`config.mk`:
```
export PLATFORM = sky130hd
export DESIGN_NAME = vtm_cordic_cell
export DESIGN_NICKNAME = d
export VERILOG_FILES = /design/src/vtm_pkg.sv /design/src/vtm_cordic_cell.sv
export SDC_FILE = /design/constraint.sdc
export NUM_CORES = 1
export LEC_CHECK = 0
export BUFFER_PORTS_ARGS = -buffer_cell sky130_fd_sc_hd__buf_4
export CORE_AREA = 2 2 178 180
export DETAILED_ROUTE_END_ITERATION = 6
export DIE_AREA = 0 0 180 182
export GPL_ROUTABILITY_DRIVEN = 0
export PLACE_DENSITY_LB_ADDON = 0.2
export SLEW_MARGIN = 20
export SYNTH_ARGS = -nofsm -noshare
export SYNTH_HDL_FRONTEND = slang
export SYNTH_SLANG_ARGS = --single-unit
```
`constraint.sdc`:
```
create_clock -name clk -period 9.4 [get_ports clk]
set_input_delay 0.94 -clock clk [delete_from_list [all_inputs] [get_ports clk]]
set_output_delay 0.94 -clock clk [all_outputs]
set_load 0.005 [all_outputs]
```
`src/vtm_pkg.sv`:
```
// Shared constants, types and the arctangent table for the view matrix generator.
// Used by vtm_cordic_cell, vtm_div_cell and view_transform_matrix_gen.
`default_nettype none
package vtm_pkg;

	localparam int CORDIC_STAGES = 24;
	localparam int STG_W = 5;
	localparam int XW = 34;
	localparam int ZW = 34;
	localparam int AW = 33;
	localparam int NW = 64;
	localparam int DW = 37;
	localparam int QW = 40;
	localparam int HW = NW - QW;
	localparam int LANES = 6;

	localparam logic signed [AW-1:0] TWO_PI_Q28  = 33'sd1686629713;
	localparam logic signed [AW-1:0] PI_Q28      = 33'sd843314857;
	localparam logic signed [AW-1:0] HALF_PI_Q28 = 33'sd421657428;
	localparam logic signed [XW-1:0] GAIN_Q30    = 34'sd652032874;

	localparam logic [QW-1:0] OUT_MAX = {1'b0, {(QW-1){1'b1}}};
	localparam logic [QW-1:0] OUT_MIN = {1'b1, {(QW-1){1'b0}}};

	typedef enum logic [1:0] {
		ST_OK   = 2'd0,
		ST_ZERO = 2'd1,
		ST_SAT  = 2'd2
	} status_t;

	typedef struct packed {
		logic [XW-1:0] x;
		logic [XW-1:0] y;
		logic [ZW-1:0] z;
	} cordic_t;

	typedef struct packed {
		logic [DW-1:0] r;
		logic [QW-1:0] nq;
		logic [DW-1:0] d;
		logic          negr;
		logic          ovf;
	} div_lane_t;

	function automatic logic signed [ZW-1:0] atan_q30(input logic [STG_W-1:0] idx);
		logic signed [ZW-1:0] v;
		unique case (idx)
			5'd0:  v = 34'sh03243F6A8;
			5'd1:  v = 34'sh01DAC6705;
			5'd2:  v = 34'sh00FADBAFC;
			5'd3:  v = 34'sh007F56EA6;
			5'd4:  v = 34'sh003FEAB76;
			5'd5:  v = 34'sh001FFD55B;
			5'd6:  v = 34'sh000FFFAAA;
			5'd7:  v = 34'sh0007FFF55;
			5'd8:  v = 34'sh0003FFFEA;
			5'd9:  v = 34'sh0001FFFFD;
			5'd10: v = 34'sh0000FFFFF;
			5'd11: v = 34'sh00007FFFF;
			5'd12: v = 34'sh00003FFFF;
			5'd13: v = 34'sh00001FFFF;
			5'd14: v = 34'sh00000FFFF;
			5'd15: v = 34'sh000007FFF;
			5'd16: v = 34'sh000003FFF;
			5'd17: v = 34'sh000001FFF;
			5'd18: v = 34'sh000000FFF;
			5'd19: v = 34'sh0000007FF;
			5'd20: v = 34'sh0000003FF;
			5'd21: v = 34'sh0000001FF;
			5'd22: v = 34'sh0000000FF;
			5'd23: v = 34'sh00000007F;
			5'd24: v = 34'sh00000003F;
			5'd25: v = 34'sh00000001F;
			5'd26: v = 34'sh00000000F;
			5'd27: v = 34'sh000000008;
			5'd28: v = 34'sh000000004;
			5'd29: v = 34'sh000000002;
			5'd30: v = 34'sh000000001;
			5'd31: v = 34'sh000000000;
			default: v = '0;
		endcase
		return v;
	endfunction

endpackage
`default_nettype wire

```
`src/vtm_cordic_cell.sv`:
```
// One rotation-mode CORDIC iteration with its output register.
// Depends on vtm_pkg.
`default_nettype none
module vtm_cordic_cell (
	input  wire logic                       clk,
	input  wire logic                       en,
	input  wire logic [vtm_pkg::STG_W-1:0]  stage,
	input  wire vtm_pkg::cordic_t           din,
	output vtm_pkg::cordic_t                dout
);
	import vtm_pkg::*;

	logic signed [XW-1:0] xi, yi, dx, dy;
	logic signed [ZW-1:0] zi, at;
	cordic_t nxt, cell_q;

	always_comb begin
		xi = din.x;
		yi = din.y;
		zi = din.z;
		dx = yi >>> stage;
		dy = xi >>> stage;
		at = atan_q30(stage);
		if (!zi[ZW-1]) begin
			nxt.x = xi - dx;
			nxt.y = yi + dy;
			nxt.z = zi - at;
		end else begin
			nxt.x = xi + dx;
			nxt.y = yi - dy;
			nxt.z = zi + at;
		end
	end

	always_ff @(posedge clk) begin
		if (en) begin
			cell_q <= nxt;
		end
	end

	assign dout = cell_q;

endmodule
`default_nettype wire

```
==> metrics.txt <==
result of the run=complete, no violations; # fillers=approximately 2.8k; period utilization=0.7670; total number of placement rows=65; flip-flop cell with the highest count after synthesis=edfxtp_1; total power per unit cell area=between 150 and 200 nW/µm²; combinational power share=0.553; Post-synth EDFFs=102; origin of the worst setup path=stage[1]; Clk Tree Root Cell=clkbuf_16; leading cell types in the layout, fill and taps excluded=225 x buf_4, 138 x nor2_1, 137 x a21oi_1, 133 x nand2_1, 110 x ha_1; overall routed net length=a little over 50,000 µm; startpoint type of the worst setup path=input port; CTS sink count=just over 100; global routing usage on met3=0.05736; proportion of netlist area held by the largest area contributor=0.2004; max_slew headroom=0.3519; netlist area before placement=around 15,000 µm²; most heavily used metal layer in global routing=met2; number of global-route vias before repair=between 10k and 15k; Port Buffer Count=210; Internal Pwr Total=1.593 mW; overall global routing resource usage=0.3034; Reg power frac=0.274; Async S/R FF share, synth=0; depth of the CTS H-tree=3; HPWL after detailed placement=approximately 40,000 µm; crit path max fanout=between 60 and 70; cells resized by post-CTS repair=0; element type at the critical path end=flop; layout overhead on the synthesized area=12.41%; Post-CTS Hold Fix Bufs=0; required arrival time at the worst endpoint=9.51 ns; global-route wire length before repair=78,230 µm; dominant cell type by area after synthesis=edfxtp_1; endpoint of the worst hold path=dout[68]$_DFFE_PP_; maximum number of pins on one net before global-route repair=between 70 and 80; Final Total Pwr=roughly 2.6 mW; clock tree from TritonCTS=yes; Final Slew Violations=0; kind of path behind the tightest hold check=in -> reg; ranking of synthesized cells by area=edfxtp_1 20%, ha_1 9.0%, mux4_2 7.7%; antenna violations before repair=0; most common cell after layout, fill and taps aside=buf_4; Peak Freq=about 0.14 GHz; switch share=0.3886; post-synthesis sequential area ratio=0.2004; Worst Tran Pin Value=between 0.9 and 1 ns; setup repair after global routing missed its margin=no; die footprint=32,760 µm²; Arrival @ worst endpoint=7.32 ns; max cap viols=0; met1 routing resource usage after global routing=0.3830; wire length per cell after detailed routing=between 20 and 25 µm; clock transition at the registers of the reported paths=about 0.07 ns; proportion of layout cells with a drive suffix above 1=0.2022; via density per instance=between 6 and 7; number of setup violations in the final report=0; ant diodes=0; net count of the finished layout=between 2k and 2.5k; drt first pass iters=7; Clock Path Buffers=2; final antenna-violating net count=0; vias=roughly 15k; core area=~31,000 µm²; count of unique library cells instantiated by Yosys=a little over 100; mean instance size in the synthesized netlist=~9.1 µm²; hold path start=din[68]; minimum clock period=7.210 ns; number of clock buffers inserted by TritonCTS=9; DRC viols=0; width of the die=between 150 and 200 µm; final total negative setup slack=0 ns; initial DRC count=between 1.5k and 2k; height of the die=~180 µm; post-synth net total=around 1.9k; reported net switching power=approximately 1 mW; worst hold path cell count=2; flop and latch count out of synthesis=between 100 and 150; critical path class=in -> reg; post-synthesis cell count=between 1.5k and 2k; global routing usage on met2=0.4742; max FFs per register=102; initial core utilization=0.4933; YS warnings=0; portion of total power attributed to the clock network=0.173; I/O Pins=211; buffer count from post-CTS setup fixing=0; final hold vios=0; largest voltage drop on the vdd net=about 0.0001 V; leakage power figure=between 7 and 8 nW; aggregate global routing overflow=0
## cell usage after synthesis, drive strengths merged, types with 7 or more instances
| library cell | number |
|---|---|
| a41oi | 8 |
| edfxtp | 102 |
| a221o | 7 |
| o211ai | 22 |
| nor4 | 8 |
| nand2b | 16 |
| and2 | 20 |
| clkbuf | 40 |
| ha | 110 |
| a21oi | 137 |
| nor2 | 139 |
| mux2 | 41 |
| o221ai | 8 |
| nand2 | 134 |
| or2 | 11 |
| nor3 | 33 |
| nand4 | 16 |
| inv | 42 |
| nand3 | 38 |
| xnor2 | 102 |
| o21bai | 18 |
| mux2i | 55 |
| xor2 | 69 |
| and3 | 17 |
| o21a | 19 |
| nor2b | 21 |
| o22ai | 12 |
| a21o | 42 |
| mux4 | 70 |
| buf | 45 |
| a31oi | 44 |
| a211oi | 19 |
| a22oi | 13 |
| nor3b | 7 |
| a221oi | 10 |
| o21ai | 78 |
## layer usage
layer	wire length (µm)	vias up
met2	22470	958
met4	3568	0
met5	0	-
met1	19880	6877
li1	-	6764
met3	5149	186
## worst max-delay path by stage
stage / endpoint / slack, ns / cells after the start
3_3_place_gp: dout[67]$_DFFE_PP_ / 2.08 / 21
5_1_grt: dout[67]$_DFFE_PP_ / 1.91 / 21
3_5_place_dp: dout[67]$_DFFE_PP_ / 2.02 / 21
4_1_cts: dout[67]$_DFFE_PP_ / 2.38 / 21
6_report: dout[67]$_DFFE_PP_ / 2.19 / 21
2_1_floorplan: dout[33]$_DFFE_PP_ / 3.11 / 25
## cell type report
cell class | count | area, µm² | area share
clock buffers | 9 | 225.2 | 0.01311
well taps | 402 | 503.0 | 0.02927
multi-input cells | 1443 | 11420 | 0.6645
flip-flops and latches | 102 | 3063 | 0.1783
clock inverters | 7 | 118.9 | 0.006918
repair buffers | 225 | 1689 | 0.09830
inverters | 44 | 165.2 | 0.009612
## power by group through the flow
stage                     clock network [mW]  registers, mW  logic, mW
final                                  0.449          0.715       1.44
after global routing                   0.476          0.727       1.56
after CTS                              0.460          0.718       1.42
after detailed placement                   0          0.727       1.41
after global placement                     0          0.726       1.39
after floorplan                            0          0.736      0.919
## critical path: stages
cell and delay (ns):
buf_4 0.59, inv_1 0.60, buf_4 0.43, mux2i_1 0.41, nor2_1 0.10, a2111oi_2 0.58
and2_1 0.25, and3_1 0.31, nand2_1 0.15, o21ai_0 0.24, xnor2_1 0.10, ha_1 0.37
nand4_1 0.20, nor4_1 0.49, o211ai_1 0.22, o21ai_0 0.26, a31oi_1 0.23, a21oi_1 0.30
o31ai_1 0.17, o21a_1 0.22, xor2_1 0.15
## per-stage QoR
stage | utilization | std cells | instance area [µm²] | hold slack [ns] | worst slack (ns)
final | 0.5545 | 2232 | 17180 | 0.8867 | 2.190
after global routing | 0.5545 | 2232 | 17180 | 0.8961 | 1.911
after CTS | 0.5545 | 2232 | 17180 | 0.8698 | 2.381
after detailed placement | 0.5434 | 2216 | 16840 | 1.261 | 2.023
after global placement | 0.5434 | 2216 | 16840 | 1.266 | 2.076
after floorplan | - | 1674 | 15290 | 1.053 | 3.107
## logic make-up after synthesis
family | after synthesis | synth area share
AO/OA/AOI/OAI | 503 | 0.2214
AND/OR/NAND/NOR | 490 | 0.1592
XOR/XNOR | 171 | 0.09798
multiplexers | 166 | 0.1743
buffers and inverters | 129 | 0.05280
adder cells (fa/ha/maj) | 113 | 0.09397
flip-flops | 102 | 0.2004
No activity file was read; power rests on OpenSTA's default activity.
