[config.mk]
export PLATFORM = sky130hd
export DESIGN_NAME = vtm_div_cell
export DESIGN_NICKNAME = d
export VERILOG_FILES = /design/src/vtm_pkg.sv /design/src/vtm_div_cell.sv
export SDC_FILE = /design/constraint.sdc
export NUM_CORES = 1
export LEC_CHECK = 0
export BUFFER_PORTS_ARGS = -buffer_cell sky130_fd_sc_hd__buf_2
export CAP_MARGIN = 0
export CORE_UTILIZATION = 54
export DETAILED_ROUTE_END_ITERATION = 12
export GPL_ROUTABILITY_DRIVEN = 1
export PLACE_DENSITY = 0.86
export SYNTH_ARGS = -nofsm -noshare
export SYNTH_HDL_FRONTEND = slang
export SYNTH_SLANG_ARGS = --single-unit
[constraint.sdc]
create_clock -name clk -period 6.3 [get_ports clk]
set_clock_uncertainty 0.1 [all_clocks]
set_input_delay 0.945 -clock clk [delete_from_list [all_inputs] [get_ports clk]]
set_output_delay 0.945 -clock clk [all_outputs]
set_load 0.05 [all_outputs]
[src/vtm_pkg.sv]
// Shared constants, types and the arctangent table for the view matrix generator.
// Used by vtm_cordic_cell, vtm_div_cell and view_transform_matrix_gen.
`default_nettype none
package vtm_pkg;

	localparam int CORDIC_STAGES = 24;
	localparam int STG_W = 5;
	localparam int XW = 34;
	localparam int ZW = 34;
	localparam int AW = 33;
	localparam int NW = 64;
	localparam int DW = 37;
	localparam int QW = 40;
	localparam int HW = NW - QW;
	localparam int LANES = 6;

	localparam logic signed [AW-1:0] TWO_PI_Q28  = 33'sd1686629713;
	localparam logic signed [AW-1:0] PI_Q28      = 33'sd843314857;
	localparam logic signed [AW-1:0] HALF_PI_Q28 = 33'sd421657428;
	localparam logic signed [XW-1:0] GAIN_Q30    = 34'sd652032874;

	localparam logic [QW-1:0] OUT_MAX = {1'b0, {(QW-1){1'b1}}};
	localparam logic [QW-1:0] OUT_MIN = {1'b1, {(QW-1){1'b0}}};

	typedef enum logic [1:0] {
		ST_OK   = 2'd0,
		ST_ZERO = 2'd1,
		ST_SAT  = 2'd2
	} status_t;

	typedef struct packed {
		logic [XW-1:0] x;
		logic [XW-1:0] y;
		logic [ZW-1:0] z;
	} cordic_t;

	typedef struct packed {
		logic [DW-1:0] r;
		logic [QW-1:0] nq;
		logic [DW-1:0] d;
		logic          negr;
		logic          ovf;
	} div_lane_t;

	function automatic logic signed [ZW-1:0] atan_q30(input logic [STG_W-1:0] idx);
		logic signed [ZW-1:0] v;
		unique case (idx)
			5'd0:  v = 34'sh03243F6A8;
			5'd1:  v = 34'sh01DAC6705;
			5'd2:  v = 34'sh00FADBAFC;
			5'd3:  v = 34'sh007F56EA6;
			5'd4:  v = 34'sh003FEAB76;
			5'd5:  v = 34'sh001FFD55B;
			5'd6:  v = 34'sh000FFFAAA;
			5'd7:  v = 34'sh0007FFF55;
			5'd8:  v = 34'sh0003FFFEA;
			5'd9:  v = 34'sh0001FFFFD;
			5'd10: v = 34'sh0000FFFFF;
			5'd11: v = 34'sh00007FFFF;
			5'd12: v = 34'sh00003FFFF;
			5'd13: v = 34'sh00001FFFF;
			5'd14: v = 34'sh00000FFFF;
			5'd15: v = 34'sh000007FFF;
			5'd16: v = 34'sh000003FFF;
			5'd17: v = 34'sh000001FFF;
			5'd18: v = 34'sh000000FFF;
			5'd19: v = 34'sh0000007FF;
			5'd20: v = 34'sh0000003FF;
			5'd21: v = 34'sh0000001FF;
			5'd22: v = 34'sh0000000FF;
			5'd23: v = 34'sh00000007F;
			5'd24: v = 34'sh00000003F;
			5'd25: v = 34'sh00000001F;
			5'd26: v = 34'sh00000000F;
			5'd27: v = 34'sh000000008;
			5'd28: v = 34'sh000000004;
			5'd29: v = 34'sh000000002;
			5'd30: v = 34'sh000000001;
			5'd31: v = 34'sh000000000;
			default: v = '0;
		endcase
		return v;
	endfunction

endpackage
`default_nettype wire

[src/vtm_div_cell.sv]
// One restoring-division step: one quotient bit per cell, registered.
// Depends on vtm_pkg.
`default_nettype none
module vtm_div_cell (
	input  wire logic               clk,
	input  wire logic               en,
	input  wire vtm_pkg::div_lane_t din,
	output vtm_pkg::div_lane_t      dout
);
	import vtm_pkg::*;

	logic [DW:0] t, diff;
	logic        ge;
	div_lane_t   nxt, cell_q;

	always_comb begin
		t    = {din.r, din.nq[QW-1]};
		diff = t - {1'b0, din.d};
		ge   = (t >= {1'b0, din.d});
		nxt      = din;
		nxt.r    = ge ? diff[DW-1:0] : t[DW-1:0];
		nxt.nq   = {din.nq[QW-2:0], ge};
	end

	always_ff @(posedge clk) begin
		if (en) begin
			cell_q <= nxt;
		end
	end

	assign dout = cell_q;

endmodule
`default_nettype wire

==> results of run 1 <==
## Yosys cell counts, drive strengths merged (9+ instances only)
cell | number | area, sq um
nor2 | 19 | 71.32
a21oi | 46 | 234.0
ha | 37 | 462.9
o21ai | 28 | 140.1
edfxtp | 116 | 3483
xnor2 | 19 | 166.4
inv | 52 | 195.2
o21a | 9 | 76.32
nand2 | 26 | 97.59
mux2 | 28 | 345.3
a21o | 16 | 120.1
nand3 | 18 | 90.09
## per-layer routing
| layer | track usage | wire length, microns | vias to the layer above |
|---|---|---|---|
| met1 | 0.3317 | 6799 | 2449 |
| met4 | 0.1297 | 522 | 0 |
| met5 | 0 | 0 | - |
| met2 | 0.4906 | 8624 | 246 |
| li1 | - | - | 2424 |
| met3 | 0.07525 | 1403 | 45 |
## worst paths after layout
kind,from,cells after the start,end,slack [ns]
worst max-delay path,din[78],13,dout[86],2.03
worst min-delay path,din[77],1,dout[78],0.60
## layout make-up
type                       instances  area [sq um]  share of cell area
timing repair buffer             236          1191              0.1447
multi-input combinational        334          2571              0.3123
clock buffer                      18         429.2             0.05213
tap                              143         178.9             0.02173
clock inverter                    14         183.9             0.02234
sequential                       116          3483              0.4231
inverter                          52         195.2             0.02371
## through the flow
stage	worst slack, ns	hold slack [ns]	power, mW	instance area [sq um]	instances
after global routing	1.815	0.5908	2.821	8233	913
after CTS	2.009	0.5854	2.733	8233	913
final	2.034	0.6027	2.723	8233	913
after global placement	1.722	1.022	1.708	7620	881
after floorplan	2.580	0.9439	1.530	6324	517
after detailed placement	1.576	1.024	1.725	7620	881
## power by group through the flow
| stage | clock network, mW | logic, mW | registers (mW) |
|---|---|---|---|
| finish | 1.00 | 0.746 | 0.972 |
| detailed placement | 0 | 0.739 | 0.987 |
| floorplan | 0 | 0.261 | 1.27 |
| global route | 1.05 | 0.791 | 0.979 |
| CTS | 1.02 | 0.745 | 0.973 |
| global placement | 0 | 0.724 | 0.984 |
## logic make-up (layout without fill, tap and decap cells)
group | Yosys count | count (layout) | synth area share
muxes | 31 | 31 | 0.05936
AOI/OAI and AO/OA | 146 | 146 | 0.1613
xor gates and xnor gates | 25 | 25 | 0.03463
buffers and inverters | 67 | 320 | 0.04373
DFF | 116 | 116 | 0.5509
adders and majority gates | 38 | 38 | 0.07637
and+or+nand+nor | 94 | 94 | 0.07381
==> flow_metrics.env, run 1 <==
export IMPL_status="finished clean"
export IMPL_final_util=0.7210
export IMPL_worstPathCellList="buf_2 -> inv_1 -> ha_1 -> inv_1 -> fa_1 -> a21oi_1 -> o211a_1 -> o21a_4 -> o211ai_4 -> o211a_4 -> o21a_2 -> nor2_4 -> mux2_2"
export IMPL_cts_resized=0
export IMPL_slew_viol_final=0
export IMPL_power_density_nw_per_um2=330.7
export IMPL_arrival_ns=4.32
export IMPL_die_area_sq_um=12150
export IMPL_synth_ff_type="edfxtp_1"
export IMPL_io_pins=234
export IMPL_largest_reg_flops=116
export IMPL_drtIter0Drc=367
export IMPL_worstPathBufferInverterCount=3
export IMPL_period_minus_slack_ns=4.266
export IMPL_row_count=39
export IMPL_first_pass_iters=6
export IMPL_path_delay_family="compound AO/OA/AOI/OAI gates"
export IMPL_synth_edf_count=116
export IMPL_yosysSeqAreaShare=0.5509
export IMPL_htreeDepth=4
export IMPL_slew_headroom=0.1896
export IMPL_setup_viol=0
export IMPL_drc=0
export IMPL_async_reset_ff_frac=0
export IMPL_synth_fp_nets=673
export IMPL_critPathSlowestCell="nor2_4"
export IMPL_swShare=0.3271
export IMPL_core_sq_um=11420
export IMPL_antenna_found_initial=0
export IMPL_power_share_clock=0.369
export IMPL_required_ns=6.36
export IMPL_hold_viol=0
export IMPL_cts_num_sinks=116
export IMPL_final_cell_mix="buf_2, edfxtp_1, inv_1"
export IMPL_fmax_mhz=234.4
export IMPL_ant_nets=0
export IMPL_wire_per_inst_microns=19.00
export IMPL_routed_wirelength_microns=17350
export IMPL_antennaDiodeCount=0
export IMPL_rsz0062_at_grt="false"
export IMPL_cpPeakStageDelay_ns=0.90
export IMPL_leakagePower_nw=3.685
export IMPL_track_usage=0.2845
export IMPL_syn_avg_cell_area_sq_um=12.23
export IMPL_final_layout_size_suffix_gt1_frac=0.4026
export IMPL_synthCells=517
export IMPL_grt_pass1_wl_microns=25070
export IMPL_vdd_drop_max_v=0.0002802
export IMPL_p_switching_mw=0.8906
export IMPL_final_common_cell="buf_2"
export IMPL_intPower_mw=1.832
export IMPL_cts_buffer_depth=2
export IMPL_crit_path_end_kind="flop"
export IMPL_die_x_microns=110.2
export IMPL_post_cts_setup_buffer_count=0
export IMPL_cap_violations=0
export IMPL_clk_pin_slew_worst_paths_ns=0.06
export IMPL_syn_area_sq_um=6324
export IMPL_final_nets=913
export IMPL_crit_top_cell="inv_1"
export IMPL_post_route_period_util=0.6771
export IMPL_via_count=5164
export IMPL_fin_setup_tns_ns=0
export IMPL_hold_class="in -> reg"
export IMPL_postCtsHoldBufs=0
export IMPL_power_frac_comb=0.274
export IMPL_synthToLayoutAreaGrowth_pct=30.19
export IMPL_max_slew_worst_pin_slew_ns=1.213
export IMPL_dpl_hpwl_microns=12920
export IMPL_grt_pass1_vias=4956
export IMPL_start_kind="input pin"
export IMPL_viasPerCell=5.656
export IMPL_crit_type="in -> reg"
export IMPL_crit_fanout=37
export IMPL_tritoncts="built"
export IMPL_io_buffers=233
export IMPL_numCtsBuffers=17
export IMPL_n_fill_cell=786
export IMPL_die_y_microns=110.2
export IMPL_place_gp_congestion=0.8908
export IMPL_synth_seq_cells=116
export IMPL_yosys_warnings=0
export IMPL_grt_remaining_overflow=0
export IMPL_yosysUniqueCellTypes=64
export IMPL_initial_core_util=0.5538
export IMPL_root_buffer="clkbuf_16"
export IMPL_pwr_share_seq=0.357
export IMPL_grt_max_degree=68
(Power assumes the default switching activity.)
==> run 2, diff against run 1 <==
ABC_AREA = 1   (was default)
CORE_UTILIZATION = 51   (was 54)
PLACE_DENSITY = 0.81   (was 0.86)
clock period = 4.2 ns   (was 6.3 ns; I/O delays follow)
==> run 2 against run 1 <==
- synthesized area rose by 11%
- combinational power rose by 51%
- setup slack got worse by 0.38 ns
- clock power rose by 53%
- largest cell class unchanged
- global-route usage rose by 1.7 points
==> flow_metrics.env, run 2 <==
export IMPL_cts_buffer_depth=2
export IMPL_final_layout_size_suffix_gt1_frac=0.2643
export IMPL_core_sq_um=13350
export IMPL_postCtsHoldBufs=0
export IMPL_slew_viol_final=0
export IMPL_antenna_found_initial=0
export IMPL_wire_per_inst_microns=16.11
export IMPL_drc=0
export IMPL_cts_resized=0
export IMPL_synth_top_area_cell="edfxtp_1"
export IMPL_yosysSeqAreaShare=0.4970
export IMPL_synthToLayoutAreaGrowth_pct=27.83
export IMPL_die_y_microns=119.2
export IMPL_period_minus_slack_ns=2.547
export IMPL_status="finished clean"
export IMPL_placed_cell_area_sq_um=8347
export IMPL_hold_class="in -> reg"
export IMPL_final_cell_mix="nand2_1, buf_2, inv_1"
export IMPL_largest_reg_flops=116
export IMPL_grt_pass1_wl_microns=32670
export IMPL_die_area_sq_um=14220
export IMPL_numCtsBuffers=17
export IMPL_yosysUniqueCellTypes=30
export IMPL_synth_edf_count=116
export IMPL_leakagePower_nw=4.641
export IMPL_synth_ff_type="edfxtp_1"
export IMPL_hp_start="din[60]"
export IMPL_synthTopCellsByCount="nand2_1, inv_1, edfxtp_1"
export IMPL_viasPerCell=5.109
export IMPL_via_count=6545
export IMPL_post_cts_setup_buffer_count=0
export IMPL_die_x_microns=119.2
export IMPL_dp_cells=1250
export IMPL_start_kind="input pin"
export IMPL_post_route_period_util=0.6065
export IMPL_synth_top_area_frac=0.4970
export IMPL_power_density_nw_per_um2=459.0
export IMPL_cap_violations=0
export IMPL_synth_fp_nets=1003
export IMPL_fmax_mhz=392.5
export IMPL_root_buffer="clkbuf_16"
export IMPL_antennaDiodeCount=0
export IMPL_required_ns=4.38
export IMPL_grt_remaining_overflow=0
export IMPL_track_usage=0.3014
export IMPL_slew_headroom=0.5471
export IMPL_grt_max_degree=43
export IMPL_synth_most_common_cell="nand2_1"
export IMPL_vdd_drop_max_v=0.0002560
export IMPL_row_count=42
export IMPL_final_common_cell="nand2_1"
export IMPL_async_reset_ff_frac=0
export IMPL_place_gp_congestion=0.9154
export IMPL_final_nets=1249
export IMPL_synthCells=847
export IMPL_synth_seq_cells=116
export IMPL_hold_viol=0
export IMPL_initial_core_util=0.5251
export IMPL_arrival_ns=2.73
export IMPL_max_slew_worst_pin_slew_ns=0.6783
export IMPL_synth_area_leaders="edfxtp_1, nand2_1, inv_1"
export IMPL_tritoncts="built"
export IMPL_io_buffers=233
export IMPL_crit_path_end_kind="flop"
export IMPL_routed_wirelength_microns=20640
export IMPL_dpl_hpwl_microns=15100
export IMPL_syn_area_sq_um=7009
export IMPL_htreeDepth=4
export IMPL_instances_no_fill=1281
export IMPL_critical_path_startpoint="din[78]"
export IMPL_grt_pass1_vias=6432
export IMPL_io_pins=234
export IMPL_final_util=0.6713
export IMPL_yosys_warnings=0
export IMPL_cts_num_sinks=116
export IMPL_fin_setup_tns_ns=0
export IMPL_drtIter0Drc=451
export IMPL_postLayoutCellArea_sq_um=8960
export IMPL_crit_type="in -> reg"
export IMPL_first_pass_iters=6
export IMPL_ant_nets=0
export IMPL_setup_viol=0
export IMPL_clk_pin_slew_worst_paths_ns=0.06
export IMPL_rsz0062_at_grt="false"
export IMPL_syn_avg_cell_area_sq_um=8.275
export IMPL_crit_fanout=36
[run 2: changes by cell type in the layout (fill, tap and decap cells not counted), moves of 12 or more]
cell,previous run,this run
xor2_1,6,18
nand2_1,26,291
nand3_1,18,81
a21o_1,16,0
xnor2_1,19,1
mux2_2,20,0
inv_1,52,143
a21oi_1,45,26
nor2_1,18,64
o21ai_0,27,6
[run 2: kinds of logic after synthesis]
family | count (synthesis) | share of synthesized area
xor+xnor | 19 | 0.02374
fa+ha+maj | 38 | 0.06890
buf+inv | 159 | 0.09139
flops | 116 | 0.4970
compound gates | 42 | 0.03374
simple gates | 473 | 0.2853
[run 2: stage by stage]
stage          total power, mW  setup WS (ns)  hold slack [ns]
2_1_floorplan            2.284          1.813           0.6289
3_3_place_gp             2.573          1.331           0.7062
3_5_place_dp             2.592          1.253           0.7083
4_1_cts                  4.121          1.672           0.2710
5_1_grt                  4.271          1.501           0.2675
6_report                 4.112          1.653           0.2810
[run 2: metal layers]
metal,wire [microns],vias up,track usage
met5,0,-,0
met4,325,0,0.09415
met3,1634,26,0.08381
met2,10360,274,0.5262
met1,8316,3036,0.3581
li1,-,3209,-
[run 2: power breakdown]
part	switching [mW]	leakage (nW)	internal, mW
logic	0.845	3.21	0.287
clock network	0.538	0.292	0.987
registers	0.0338	1.13	1.42
[run 2: worst max-delay path, stage by stage]
cell and delay (ns):
buf_2 0.10, inv_1 0.06, ha_1 0.13, inv_1 0.07, fa_1 0.45, nand2_1 0.11, nand3_2 0.09, nand2_1 0.09
nand3_2 0.10, nand2_1 0.13, nand2_2 0.08, nand2_4 0.36, nand3_1 0.16, nand2_1 0.14
[run 2: final cells by class]
class	count	area, sq um
Multi-Input combinational cell	572	2885
Inverter	149	559.3
Clock inverter	13	183.9
Sequential cell	116	3483
Timing Repair Buffer	237	1199
Tap cell	176	220.2
Clock buffer	18	429.2
Fill cell	1121	4388
[run 2: worst paths after layout]
| path | end | slack [ns] | cells past startpoint |
|---|---|---|---|
| setup / recovery | dout[93] | 1.65 | 14 |
| hold / removal | dout[61] | 0.28 | 1 |
